--- src/sv/pdb_pkg.sv ---
`timescale 1ns / 1ps
`default_nettype none

package pdb_pkg;

  // Distance conversion: d = floor(us * 272 / 1000) = floor(us * 34 / 125).
  localparam int ECHO_W    = 15;
  localparam int DIST_W    = 13;
  localparam int X_W       = 21;
  localparam int ECHO_MAX  = 19999;
  localparam int ECHO_MUL  = 34;
  localparam int ECHO_DIV  = 125;
  localparam int DIST_K    = 24;
  localparam int DIST_R    = (2 ** DIST_K) / ECHO_DIV;
  localparam int DIST_R_W  = 18;
  localparam int DIST_MAX  = 5439;

  localparam int IVL_W     = 10;
  localparam int IVL_RESET = 50;
  localparam int TIME_W    = 32;
  localparam int FREQ_W    = 11;
  localparam int PER_W     = 8;

  typedef struct packed {
    logic              reversing;
    logic [ECHO_W-1:0] echo_us;
  } pdb_in_t;

  typedef struct packed {
    logic              measured;
    logic              new_average;
    logic [DIST_W-1:0] average_q4;
    logic              sounding;
    logic [FREQ_W-1:0] tone_hz;
  } pdb_out_t;

  // Item after the first stage: echo range check and the reciprocal estimate.
  typedef struct packed {
    logic              reversing;
    logic              echo_ok;
    logic [X_W-1:0]    x;
    logic [DIST_W-1:0] q0;
  } pdb_conv_t;

  // Per-item flags and tick time handed down the pipeline.
  typedef struct packed {
    logic              reversing;
    logic              measured;
    logic              refreshed;
    logic [TIME_W-1:0] now;
  } pdb_tick_t;

  typedef struct packed {
    logic [FREQ_W-1:0] freq;
    logic [PER_W-1:0]  period;
  } pdb_band_t;

  function automatic pdb_band_t pick_band(input logic [DIST_W-1:0] avg);
    pdb_band_t b;
    if (avg <= DIST_W'(160)) begin
      b.freq = FREQ_W'(2000); b.period = PER_W'(30);
    end else if (avg <= DIST_W'(320)) begin
      b.freq = FREQ_W'(1500); b.period = PER_W'(50);
    end else if (avg <= DIST_W'(640)) begin
      b.freq = FREQ_W'(1000); b.period = PER_W'(100);
    end else if (avg <= DIST_W'(1120)) begin
      b.freq = FREQ_W'(700);  b.period = PER_W'(200);
    end else if (avg <= DIST_W'(1600)) begin
      b.freq = FREQ_W'(400);  b.period = PER_W'(250);
    end else begin
      b.freq = '0;            b.period = '0;
    end
    return b;
  endfunction

endpackage

`default_nettype wire

--- src/sv/pdb_conv.sv ---
`timescale 1ns / 1ps
`default_nettype none

module pdb_conv (
  input  wire logic               clk,
  input  wire logic               load,
  input  wire pdb_pkg::pdb_in_t   item,
  output pdb_pkg::pdb_conv_t      conv
);

  logic [pdb_pkg::X_W-1:0]                       x;
  logic [pdb_pkg::X_W+pdb_pkg::DIST_R_W-1:0]     prod;

  // x = us * 34 as shifts; the quotient estimate is low by at most one.
  assign x    = {1'b0, item.echo_us, 5'b0} + {5'b0, item.echo_us, 1'b0};
  assign prod = (pdb_pkg::X_W+pdb_pkg::DIST_R_W)'(x)
              * (pdb_pkg::X_W+pdb_pkg::DIST_R_W)'(pdb_pkg::DIST_R);

  always_ff @(posedge clk) begin
    if (load) begin
      conv.reversing <= item.reversing;
      conv.echo_ok   <= (item.echo_us != '0) &&
                        (item.echo_us <= pdb_pkg::ECHO_W'(pdb_pkg::ECHO_MAX));
      conv.x         <= x;
      conv.q0        <= prod[pdb_pkg::DIST_K +: pdb_pkg::DIST_W];
    end
  end

endmodule

`default_nettype wire

--- src/sv/pdb_ring.sv ---
`timescale 1ns / 1ps
`default_nettype none

module pdb_ring #(
  parameter  int WINDOW = 8,
  localparam int SUM_W  = $clog2(WINDOW * pdb_pkg::DIST_MAX + 1)
) (
  input  wire logic                       clk,
  input  wire logic                       rst,
  input  wire logic                       load,
  input  wire pdb_pkg::pdb_conv_t         conv,
  input  wire logic [pdb_pkg::IVL_W-1:0]  interval,
  output pdb_pkg::pdb_tick_t              tick,
  output logic [SUM_W-1:0]                sum
);

  localparam int IDX_W = $clog2(WINDOW);

  logic [pdb_pkg::DIST_W-1:0] mem [WINDOW];
  logic [pdb_pkg::DIST_W-1:0] rd_q;
  logic                       full;
  logic [IDX_W-1:0]           idx;
  logic [pdb_pkg::TIME_W-1:0] ms_count;
  logic [pdb_pkg::TIME_W-1:0] last_measure;
  logic [SUM_W-1:0]           ring_sum;

  logic [pdb_pkg::X_W-1:0]    prod125;
  logic [pdb_pkg::X_W-1:0]    rem;
  logic [pdb_pkg::DIST_W-1:0] d;
  logic [pdb_pkg::DIST_W-1:0] oldest;
  logic                       due;
  logic                       wr;
  logic [IDX_W-1:0]           idx_inc;
  logic [IDX_W-1:0]           idx_after;
  logic [IDX_W-1:0]           idx_next;
  logic [SUM_W-1:0]           ring_sum_next;
  logic [SUM_W-1:0]           sum_after;

  always_comb begin
    prod125 = pdb_pkg::X_W'(conv.q0) * pdb_pkg::X_W'(pdb_pkg::ECHO_DIV);
    rem     = conv.x - prod125;
    d       = conv.q0 + pdb_pkg::DIST_W'(rem >= pdb_pkg::X_W'(pdb_pkg::ECHO_DIV));
    // Entries not yet written since reset read as zero until the ring wraps.
    oldest  = full ? rd_q : '0;
    due     = conv.reversing &&
              ((ms_count - last_measure) >= pdb_pkg::TIME_W'(interval));
    wr      = due && conv.echo_ok;
    idx_inc = (idx == IDX_W'(WINDOW - 1)) ? '0 : idx + 1'b1;
    idx_after     = wr ? idx_inc : idx;
    idx_next      = load ? idx_after : idx;
    ring_sum_next = ring_sum - SUM_W'(oldest) + SUM_W'(d);
    sum_after     = wr ? ring_sum_next : ring_sum;
  end

  always_ff @(posedge clk) begin
    if (rst) begin
      ms_count     <= '0;
      last_measure <= '0;
      ring_sum     <= '0;
      idx          <= '0;
      full         <= 1'b0;
    end else if (load) begin
      ms_count <= ms_count + 1'b1;
      if (due) begin
        last_measure <= ms_count;
      end
      if (wr) begin
        ring_sum <= ring_sum_next;
        idx      <= idx_inc;
        if (idx == IDX_W'(WINDOW - 1)) begin
          full <= 1'b1;
        end
      end
    end
  end

  // The read port always prefetches the entry the next write replaces.
  always_ff @(posedge clk) begin
    if (load && wr) begin
      mem[idx] <= d;
    end
    rd_q <= mem[idx_next];
  end

  always_ff @(posedge clk) begin
    if (load) begin
      tick.reversing <= conv.reversing;
      tick.measured  <= due;
      tick.refreshed <= due && (idx_after == '0);
      tick.now       <= ms_count;
      sum            <= sum_after;
    end
  end

endmodule

`default_nettype wire

--- src/sv/pdb_avg.sv ---
`timescale 1ns / 1ps
`default_nettype none

module pdb_avg #(
  parameter  int WINDOW = 8,
  localparam int SUM_W  = $clog2(WINDOW * pdb_pkg::DIST_MAX + 1)
) (
  input  wire logic                 clk,
  input  wire logic                 load,
  input  wire pdb_pkg::pdb_tick_t   tick_in,
  input  wire logic [SUM_W-1:0]     sum_in,
  output pdb_pkg::pdb_tick_t        tick,
  output logic [SUM_W-1:0]          sum,
  output logic [2*SUM_W-1:0]        prod
);

  // Reciprocal of the window length, scaled so the estimate is low by at most one.
  localparam int AVG_R = (2 ** SUM_W) / WINDOW;

  always_ff @(posedge clk) begin
    if (load) begin
      tick <= tick_in;
      sum  <= sum_in;
      prod <= (2*SUM_W)'(sum_in) * (2*SUM_W)'(AVG_R);
    end
  end

endmodule

`default_nettype wire

--- src/sv/pdb_tone.sv ---
`timescale 1ns / 1ps
`default_nettype none

module pdb_tone #(
  parameter  int WINDOW = 8,
  localparam int SUM_W  = $clog2(WINDOW * pdb_pkg::DIST_MAX + 1)
) (
  input  wire logic                 clk,
  input  wire logic                 rst,
  input  wire logic                 load,
  input  wire pdb_pkg::pdb_tick_t   tick,
  input  wire logic [SUM_W-1:0]     sum,
  input  wire logic [2*SUM_W-1:0]   prod,
  output pdb_pkg::pdb_out_t         result
);

  logic [pdb_pkg::DIST_W-1:0] average;
  logic [pdb_pkg::TIME_W-1:0] last_toggle;
  logic                       phase;
  logic                       tone_on;
  logic [pdb_pkg::FREQ_W-1:0] tone_freq;

  logic [pdb_pkg::DIST_W-1:0] q0;
  logic [SUM_W-1:0]           rem;
  logic [pdb_pkg::DIST_W-1:0] average_next;
  pdb_pkg::pdb_band_t         band;
  logic                       toggle_due;
  logic [pdb_pkg::TIME_W-1:0] last_toggle_next;
  logic                       phase_next;
  logic                       tone_on_next;
  logic [pdb_pkg::FREQ_W-1:0] tone_freq_next;

  always_comb begin
    q0   = prod[SUM_W +: pdb_pkg::DIST_W];
    rem  = sum - SUM_W'(q0) * SUM_W'(WINDOW);
    average_next = tick.refreshed
                 ? q0 + pdb_pkg::DIST_W'(rem >= SUM_W'(WINDOW))
                 : average;
    band = pdb_pkg::pick_band(average_next);
    toggle_due = (band.freq != '0) &&
                 ((tick.now - last_toggle) >= pdb_pkg::TIME_W'(band.period));

    last_toggle_next = last_toggle;
    phase_next       = phase;
    tone_on_next     = tone_on;
    tone_freq_next   = tone_freq;
    if (!tick.reversing || band.freq == '0) begin
      tone_on_next   = 1'b0;
      tone_freq_next = '0;
    end else if (toggle_due) begin
      last_toggle_next = tick.now;
      phase_next       = !phase;
      tone_on_next     = !phase;
      tone_freq_next   = phase ? '0 : band.freq;
    end
  end

  always_ff @(posedge clk) begin
    if (rst) begin
      average     <= '0;
      last_toggle <= '0;
      phase       <= 1'b0;
      tone_on     <= 1'b0;
      tone_freq   <= '0;
    end else if (load) begin
      average     <= average_next;
      last_toggle <= last_toggle_next;
      phase       <= phase_next;
      tone_on     <= tone_on_next;
      tone_freq   <= tone_freq_next;
    end
  end

  always_ff @(posedge clk) begin
    if (load) begin
      result.measured    <= tick.measured;
      result.new_average <= tick.refreshed;
      result.average_q4  <= average_next;
      result.sounding    <= tone_on_next;
      result.tone_hz     <= tone_on_next ? tone_freq_next : '0;
    end
  end

endmodule

`default_nettype wire

--- src/sv/parking_distance_beeper.sv ---
// Parking distance beeper: one item per millisecond tick, one result per item.
//
// The input channel (item_valid / item_stall / item) carries the reversing flag
// and the latest echo time. The output channel (result_valid / result_stall /
// result) returns the measurement and refresh flags, the moving average in
// sixteenths of a centimeter and the buzzer state with its tone frequency.
// cfg_wen / cfg_wdata write the minimum number of ticks between measurements;
// write it only while no item is in flight.
//
// The block is a four-register pipeline: echo conversion estimate, ring and
// tick timing, average reciprocal product, then band and toggle logic into the
// result register. A result follows its item through the conversion, ring and
// average registers; one item is accepted every cycle while result_stall is low.
// The reciprocal multipliers each end in a register, which sets the depth.
//
// Reset clears the tick time, the ring and sum, the average and the buzzer
// state, and sets the interval to 50. Each stage holds its item while the next
// one is full; while result_stall is high the empty stages still fill, and
// item_stall rises only once the first stage holds an item that cannot move.
`timescale 1ns / 1ps
`default_nettype none

module parking_distance_beeper #(
  parameter int WINDOW = 8
) (
  input  wire logic                        clk,
  input  wire logic                        rst,
  input  wire logic                        item_valid,
  output logic                             item_stall,
  input  wire pdb_pkg::pdb_in_t            item,
  output logic                             result_valid,
  input  wire logic                        result_stall,
  output pdb_pkg::pdb_out_t                result,
  input  wire logic                        cfg_wen,
  input  wire logic [pdb_pkg::IVL_W-1:0]   cfg_wdata
);

  localparam int SUM_W = $clog2(WINDOW * pdb_pkg::DIST_MAX + 1);

  logic [pdb_pkg::IVL_W-1:0] interval;
  logic                      s1_valid;
  logic                      s2_valid;
  logic                      s3_valid;
  logic                      out_ready;
  logic                      s3_ready;
  logic                      s2_ready;
  logic                      s1_ready;
  logic                      load1;
  logic                      load2;
  logic                      load3;
  logic                      load_out;

  pdb_pkg::pdb_conv_t        conv;
  pdb_pkg::pdb_tick_t        tick2;
  pdb_pkg::pdb_tick_t        tick3;
  logic [SUM_W-1:0]          sum2;
  logic [SUM_W-1:0]          sum3;
  logic [2*SUM_W-1:0]        prod3;

  always_comb begin
    out_ready  = !result_valid || !result_stall;
    s3_ready   = !s3_valid || out_ready;
    s2_ready   = !s2_valid || s3_ready;
    s1_ready   = !s1_valid || s2_ready;
    load1      = item_valid && s1_ready;
    load2      = s1_valid && s2_ready;
    load3      = s2_valid && s3_ready;
    load_out   = s3_valid && out_ready;
    item_stall = !s1_ready;
  end

  always_ff @(posedge clk) begin
    if (rst) begin
      interval     <= pdb_pkg::IVL_W'(pdb_pkg::IVL_RESET);
      s1_valid     <= 1'b0;
      s2_valid     <= 1'b0;
      s3_valid     <= 1'b0;
      result_valid <= 1'b0;
    end else begin
      if (cfg_wen) begin
        interval <= cfg_wdata;
      end
      s1_valid     <= load1 || (s1_valid && !load2);
      s2_valid     <= load2 || (s2_valid && !load3);
      s3_valid     <= load3 || (s3_valid && !load_out);
      result_valid <= load_out || (result_valid && result_stall);
    end
  end

  pdb_conv u_conv (
    .clk  (clk),
    .load (load1),
    .item (item),
    .conv (conv)
  );

  pdb_ring #(.WINDOW(WINDOW)) u_ring (
    .clk      (clk),
    .rst      (rst),
    .load     (load2),
    .conv     (conv),
    .interval (interval),
    .tick     (tick2),
    .sum      (sum2)
  );

  pdb_avg #(.WINDOW(WINDOW)) u_avg (
    .clk     (clk),
    .load    (load3),
    .tick_in (tick2),
    .sum_in  (sum2),
    .tick    (tick3),
    .sum     (sum3),
    .prod    (prod3)
  );

  pdb_tone #(.WINDOW(WINDOW)) u_tone (
    .clk    (clk),
    .rst    (rst),
    .load   (load_out),
    .tick   (tick3),
    .sum    (sum3),
    .prod   (prod3),
    .result (result)
  );

`ifndef SYNTHESIS
  a_tone_only_when_sounding: assert property (@(posedge clk) disable iff (rst)
    result_valid |-> (result.sounding || result.tone_hz == '0))
    else $error("tone frequency reported while silent");

  a_refresh_needs_measure: assert property (@(posedge clk) disable iff (rst)
    (result_valid && result.new_average) |-> result.measured)
    else $error("average refreshed without a measurement");

  a_stall_only_when_full: assert property (@(posedge clk) disable iff (rst)
    item_stall |-> (s1_valid && s2_valid && s3_valid && result_valid))
    else $error("input stalled with an empty stage");

  a_last_stage_drains: assert property (@(posedge clk) disable iff (rst)
    (s3_valid && !result_valid) |=> result_valid)
    else $error("item lost between last stage and result register");
`endif

endmodule

`default_nettype wire
--- config.mk ---
export PLATFORM = sky130hd
export DESIGN_NAME = parking_distance_beeper
export DESIGN_NICKNAME = d
export VERILOG_FILES = /design/src/sv/pdb_pkg.sv /design/src/sv/pdb_conv.sv /design/src/sv/pdb_ring.sv /design/src/sv/pdb_avg.sv /design/src/sv/pdb_tone.sv /design/src/sv/parking_distance_beeper.sv
export SDC_FILE = /design/constraint.sdc
export NUM_CORES = 1
export LEC_CHECK = 0
export BUFFER_PORTS_ARGS = -buffer_cell sky130_fd_sc_hd__buf_2
export CORE_MARGIN = 5
export CORE_UTILIZATION = 44
export DETAILED_ROUTE_END_ITERATION = 12
export HOLD_SLACK_MARGIN = 0.03
export PLACE_DENSITY_LB_ADDON = 0.15
export RECOVER_POWER = 50
export SLEW_MARGIN = 0
export SYNTH_ARGS = -nofsm -noshare
export SYNTH_HDL_FRONTEND = slang
export SYNTH_SLANG_ARGS = --single-unit
--- constraint.sdc ---
create_clock -name clk -period 13.3 [get_ports clk]
set_input_delay 0 -clock clk [delete_from_list [all_inputs] [get_ports clk]]
set_output_delay 0 -clock clk [all_outputs]
set_load 0.03 [all_outputs]
After elaboration in Yosys (flattened, before gate mapping) --
Memories as Yosys holds them, arrays and structs flattened. A register that Yosys moved wholly into a read port is not among the register bits. Index checks and enable logic that the tools add are counted.
Storage, ports and cells: bits of input ports 31, logic and storage cells 119, memories 1, register bits after elaboration 321, bits in writable memories 104, output and inout bits 29
Memories:
- u_ring.mem | depth 8, bits a word 13, read ports 1, clocked after memory_dff 1, wr ports 1, line pdb_ring.sv:19 | logic [pdb_pkg::DIST_W-1:0] mem [WINDOW];
Cells by class: multiply operators 2, multiplexer cells 18, reduce and logical (&&, ||, !) cells 41, order comparisons 10, bitwise operators 1, eq/ne operators 1, add/subtract/negate cells 11
Operators with widths (count):
- $mux W19 | 4
- $sub A32 B32 Y32 | 2
- $mul A21 B18 Y37 const B | 1
- $mux W11 | 3
- $add A32 B1 Y32 const B | 1
- $ge A32 B10 Y1 | 1
- $ge A32 B8 Y1 | 1
- $add A13 B1 Y13 | 2
- $le A13 B11 Y1 const B | 2
- $mux W13 | 2
- $add A20 B16 Y21 | 1
- $ge A21 B7 Y1 const B | 1
- $sub A21 B20 Y21 | 1
- $mul A13 B7 Y20 const B | 1
- $mux W17 | 1
- $add A16 B13 Y16 | 1
- $ge A16 B4 Y1 const B | 1
- $mux W16 | 1
- $sub A16 B13 Y16 | 1
- $sub A16 B16 Y16 | 1
- $le A15 B15 Y1 const B | 1
- $reduce_bool A15 Y1 | 1
- $logic_and A1 B1 Y1 | 14
- $le A13 B10 Y1 const B | 1
- other kinds (14) | 38

Longest topological paths before layout --
depth in word-level cells 14, gate-level depth with buffers 40, mapped depth without buffers 40

Hierarchy --
Synthesis repeated with hierarchy kept, for this count alone.
Unflattened totals: cells, all modules 3350, area, all modules 32250.9 µm²
Modules (own cells, without submodules):
- pdb_ring | cells each 1773, times used 1, area an instance 16985.0 µm²
- pdb_tone | cells each 826, times used 1, area an instance 6842.8 µm²
- pdb_conv | cells each 616, times used 1, area an instance 6117.1 µm²
- pdb_avg | cells each 84, times used 1, area an instance 1775.5 µm²
- parking_distance_beeper | cells each 51, times used 1, area an instance 530.5 µm²

Worst setup path after synthesis --
No wires, ideal clock.
path type register to register, from register, netlist name u_conv.conv[10], to register u_ring.ring_sum[14], arrival time 8.867 ns, setup slack 4.338 ns, stages on the path, launching flop included 39, period minus slack after synthesis 8.962 ns, path through edfxtp_1 > inv_1 > fa_1 > fa_1 > fa_1 > inv_1 > fa_1 > inv_1 > ha_1 > a21o_1 > a21o_1 > a2111oi_0 > a21oi_1 > a2111oi_0 > o41ai_1 > a2111oi_0 > o2111ai_1 > nor2_1 > [3 not listed] > nand2_1 > xnor2_1 > fa_1 > inv_1 > ha_1 > nor2b_1 > o21ai_0 > nand2b_1 > a21oi_1 > o21ai_0 > a21o_1 > a21oi_1 > a2bb2oi_1 > a2111oi_0 > o21a_1 > o21a_1 > o31a_1 > a211oi_1
Between the ends: longest elaborated chain between the ends 6
RTL lines:
- $mul A13 B7 Y20 | line pdb_ring.sv:40 | prod125 = pdb_pkg::X_W'(conv.q0) * pdb_pkg::X_W'(pdb_pkg::ECHO_DIV);
- $sub A21 B20 Y21 | line pdb_ring.sv:41 | rem = conv.x - prod125;
- $ge A21 B7 Y1 | line pdb_ring.sv:42 | d = conv.q0 + pdb_pkg::DIST_W'(rem >= pdb_pkg::X_W'(pdb_pkg::ECHO_DIV));
- $add A13 B1 Y13 (*) | line pdb_ring.sv:42
- $add A16 B13 Y16 (*) | line pdb_ring.sv:51 | ring_sum_next = ring_sum - SUM_W'(oldest) + SUM_W'(d);
- $mux W16 (*)
- end signal, assigned | line pdb_ring.sv:68 | ring_sum <= ring_sum_next;
- end, declared | line pdb_ring.sv:25 | logic [SUM_W-1:0] ring_sum;
Every way passes the cells marked *; elsewhere a longest branch is shown, timed or not. A chain may end at the register's enable or synchronous reset.

Worst setup path in the final report --
from register, netlist name u_conv.conv[10], to register u_ring.ring_sum[14]
Between the ends: longest elaborated chain between the ends 6
RTL lines (line):
- $mul A13 B7 Y20 | pdb_ring.sv:40
- $sub A21 B20 Y21 | pdb_ring.sv:41
- $ge A21 B7 Y1 | pdb_ring.sv:42
- $add A13 B1 Y13 (*) | pdb_ring.sv:42
- $add A16 B13 Y16 (*) | pdb_ring.sv:51
- $mux W16 (*)
Marked as above.

==> summary.md <==
| Metric | Value |
|---|---|
| Library cell contributing the largest single delay on the critical path | `a2111oi_0` |
| Num rows | `94` |
| Max Clock Freq | `roughly 97 MHz` |
| Final setup violating endpoints | `0` |
| Worst Clk Skew | `19.1 ps` |
| Top-level I/O count | `60` |
| Final RePlAce weighted congestion | `between 0.8 and 0.9` |
| Start point of the critical path | `u_conv.conv[10]` |
| Half-perimeter wire length of the detailed placement result | `about 52,000 µm` |
| Most common cell after layout, fill and taps aside | `inv_1` |
| Count of inserted antenna diode cells | `0` |
| Dominant cell type by count on the critical path | `fa_1` |
| Share of the clock period used by the worst path after layout | `77.2%` |
| Shortest period the worst path allows | `10,260 ps` |
| Aggregate routed wire length | `67,200 µm` |
| Share of synthesized registers carrying an async set or reset | `0%` |
| RSZ-0062 raised after global routing | `no` |
| Net total in the final layout | `3,396` |
| Number of antenna violations at the first check in global routing | `4` |
| Global-route usage over all layers | `roughly a fifth` |
| Die area | `71,500 µm²` |
| Layout overhead on the synthesized area | `10.4%` |
| Wirelength per Cell | `17.6 µm` |
| Count of fill cells added during filler insertion | `about 6,000` |
| CTS Hold Buffers Added | `37` |
| Number of remaining DRC errors | `0` |
| Leading post-synthesis cells by cell area | `edfxtp_1, ha_1, dfxtp_1, fa_1, inv_1` |
| Count of non-filler cells in the finished layout | `3,805` |
| Deepest clock path buffer count | `3` |
| # Post-CTS Setup Buffers | `0` |
| Most used DFF post-synth | `edfxtp_1` |
| Slew Limit Fails | `approximately 360` |
| Starting DRC count in detailed routing | `1,120` |
| Slew at the pin closest to its max-slew limit | `3990 ps` |
| Syn Inst Count | `2,808` |
| Syn avg cell area | `a little over 10 µm²` |
| Vias after detailed routing | `slightly above 20,000` |
| Commonest cells after routing, fill and taps aside | `inv_1, ha_1, edfxtp_1` |
| Worst slew margin relative to its limit | `-166%` |
| Startpoint-to-endpoint class of the critical path | `reg -> reg` |
| Required time at the endpoint of the critical path | `13,740 ps` |
| Yosys cell types | `89` |
| Slowest stage delay, CP | `620 ps` |
| Post-Synthesis Net Count | `~3,300` |
| Pin count of the biggest net entering global routing | `90` |
| Core outline area | `65,700 µm²` |
| Layout cell share with drive strength beyond 1 | `5.41%` |
| Number of global-route vias before repair | `20,300` |
| FF-to-FF path depth | `38` |
| Result of the run | `finished, violations left` |
| Violated checks | `capacitance limit, slew limit` |
| Cell type with the largest total area after synthesis | `edfxtp_1` |
| Class of the tightest hold or removal check | `in -> reg` |
| Setup crit end | `u_ring.ring_sum[14]` |
| Clock sinks | `between 400 and 500` |
| Area fraction of the dominant cell type after synthesis | `27.0%` |
| Max-cap violations | `7` |
| Reg-to-reg endpoint | `u_ring.ring_sum[14]` |
| Total CTS buffers | `47` |
| Number of enable flip-flop cells after synthesis | `262` |
| Yosys warning total | `0` |
| Post-Route Setup TNS | `0 ps` |
| Maximum fanout encountered on the critical timing path | `6` |
| Clock Pin Slew Worst Setup and Hold Paths | `50 ps` |
| H-tree Lvls | `2` |
| Count of final hold-check violations | `0` |
| Number of routed nets with antenna violations | `0` |
| Die Span Y | `267 µm` |
| Insertion delay to the later sink of the worst-skew pair | `580 ps` |
| Worst R2R Setup Slack | `3040 ps` |
| Width of the die | `267 µm` |
| Post-synthesis instance area | `around 30,000 µm²` |
| Endpoint type of the worst setup path | `flop` |
| Root cell of the clock tree | `clkbuf_16` |
| Clock tree from TritonCTS | `yes` |
| Post_cts resized | `0` |
| Total gr overflow | `0` |
| First-pass GRT wire length | `110,000 µm` |
| Worst reg2reg startpoint | `u_conv.conv[10]` |
| Crit start category | `flop` |
| Number of buffer cells added on primary ports | `59` |
| Data arrival, critical path | `10,700 ps` |
| Sequential-to-total area share from yosys stat | `38.6%` |
| Number of flip-flops and latches in the synthesized netlist | `431` |
| Post-placement cell count | `3,682` |
| Initial DRT Pass Iterations | `5` |
| Initial core utilization | `44.4%` |
| Post-DR vias/cell | `5.29` |
==> worst max-delay path: cells and delay by family, from the launching register on <==
family / cells / cell delay (ps)
adder cells (fa/ha/maj): 8 / 3450
buffers and inverters: 4 / 430
AND/OR/NAND/NOR: 5 / 1010
AO/OA/AOI/OAI: 20 / 4580
flip-flops: 1 / 510
XOR/XNOR: 1 / 120
==> cell usage after synthesis, drive strengths merged (29+ instances only) <==
cell and count:
inv 413, ha 332, edfxtp 262, nor2 256
dfxtp 169, mux2i 153, fa 129, nand2 129
a21oi 119, o21ai 76, xnor2 76, a21o 50
nand3 48, xor2 43, nor3 41, clkbuf 40
and2 35, buf 31, a211oi 29
==> state kept, by name, indices dropped and copies added, names as in the netlist, 10 cells and up, named ones only <==
register and cells:
u_ring.mem 104, u_tone.tone_freq 11, u_ring.last_measure 32, u_ring.ms_count 32, u_ring.ring_sum 13, u_conv.conv 35
u_tone.result 27, u_tone.last_toggle 32, u_avg.sum 13, u_ring.sum 13, u_tone.average 13, u_ring.rd_q 13
interval 10, u_avg.tick 35, u_ring.tick 35
==> area by class of cell <==
class	count	area, µm²	area share [%]
inverters	413	1550	4.82
multi-input cells	1893	16100	50.0
clock buffers	62	1270	3.96
clock inverters	24	198	0.614
repair buffers	118	734	2.28
flip-flops and latches	431	11300	35.0
well taps	864	1080	3.36
==> per-stage QoR <==
stage | util [%] | area [µm²] | hold WS, ps | worst slack [ps]
after CTS | 49.1 | 32300 | 133 | 3050
after detailed placement | 46.3 | 30500 | 240 | 3120
after global placement | 46.3 | 30500 | 237 | 3290
final | 49.0 | 32200 | 188 | 3040
after global routing | 49.0 | 32200 | 172 | 2320
after floorplan | - | 29200 | 98.9 | 4340
==> cells by family (layout without fill, tap and decap cells) <==
group,Yosys count,count (layout),share of synthesized area (%)
compound gates,475,475,11.5
mux,167,167,5.80
xor+xnor,119,119,3.57
fa+ha+maj,461,461,23.1
flops,431,431,38.6
buf+inv,484,617,6.46
simple gates,671,671,11.0
==> worst min-delay path by stage <==
| stage | slack, ps | from | to | cells past startpoint |
|---|---|---|---|---|
| floorplan | 100 | item[0] | u_conv.conv[14] | 0 |
| global placement | 240 | cfg_wdata[5] | interval[5] | 3 |
| detailed placement | 240 | cfg_wdata[4] | interval[4] | 3 |
| CTS | 130 | item[4] | u_conv.conv[18] | 2 |
| global route | 170 | item[4] | u_conv.conv[18] | 2 |
| finish | 190 | item[4] | u_conv.conv[18] | 2 |
==> metal layers <==
layer	share of wire [%]	global-route usage, %	up-vias
li1	-	-	9988
met1	48	27.2	9660
met2	45	29.9	378
met3	4.7	3.34	88
met4	2.4	4.90	2
met5	0.012	0	-
Power is left out: the tool's default activity adds up to more than one toggle a clock period on the data nets, which glitch-free logic cannot reach.
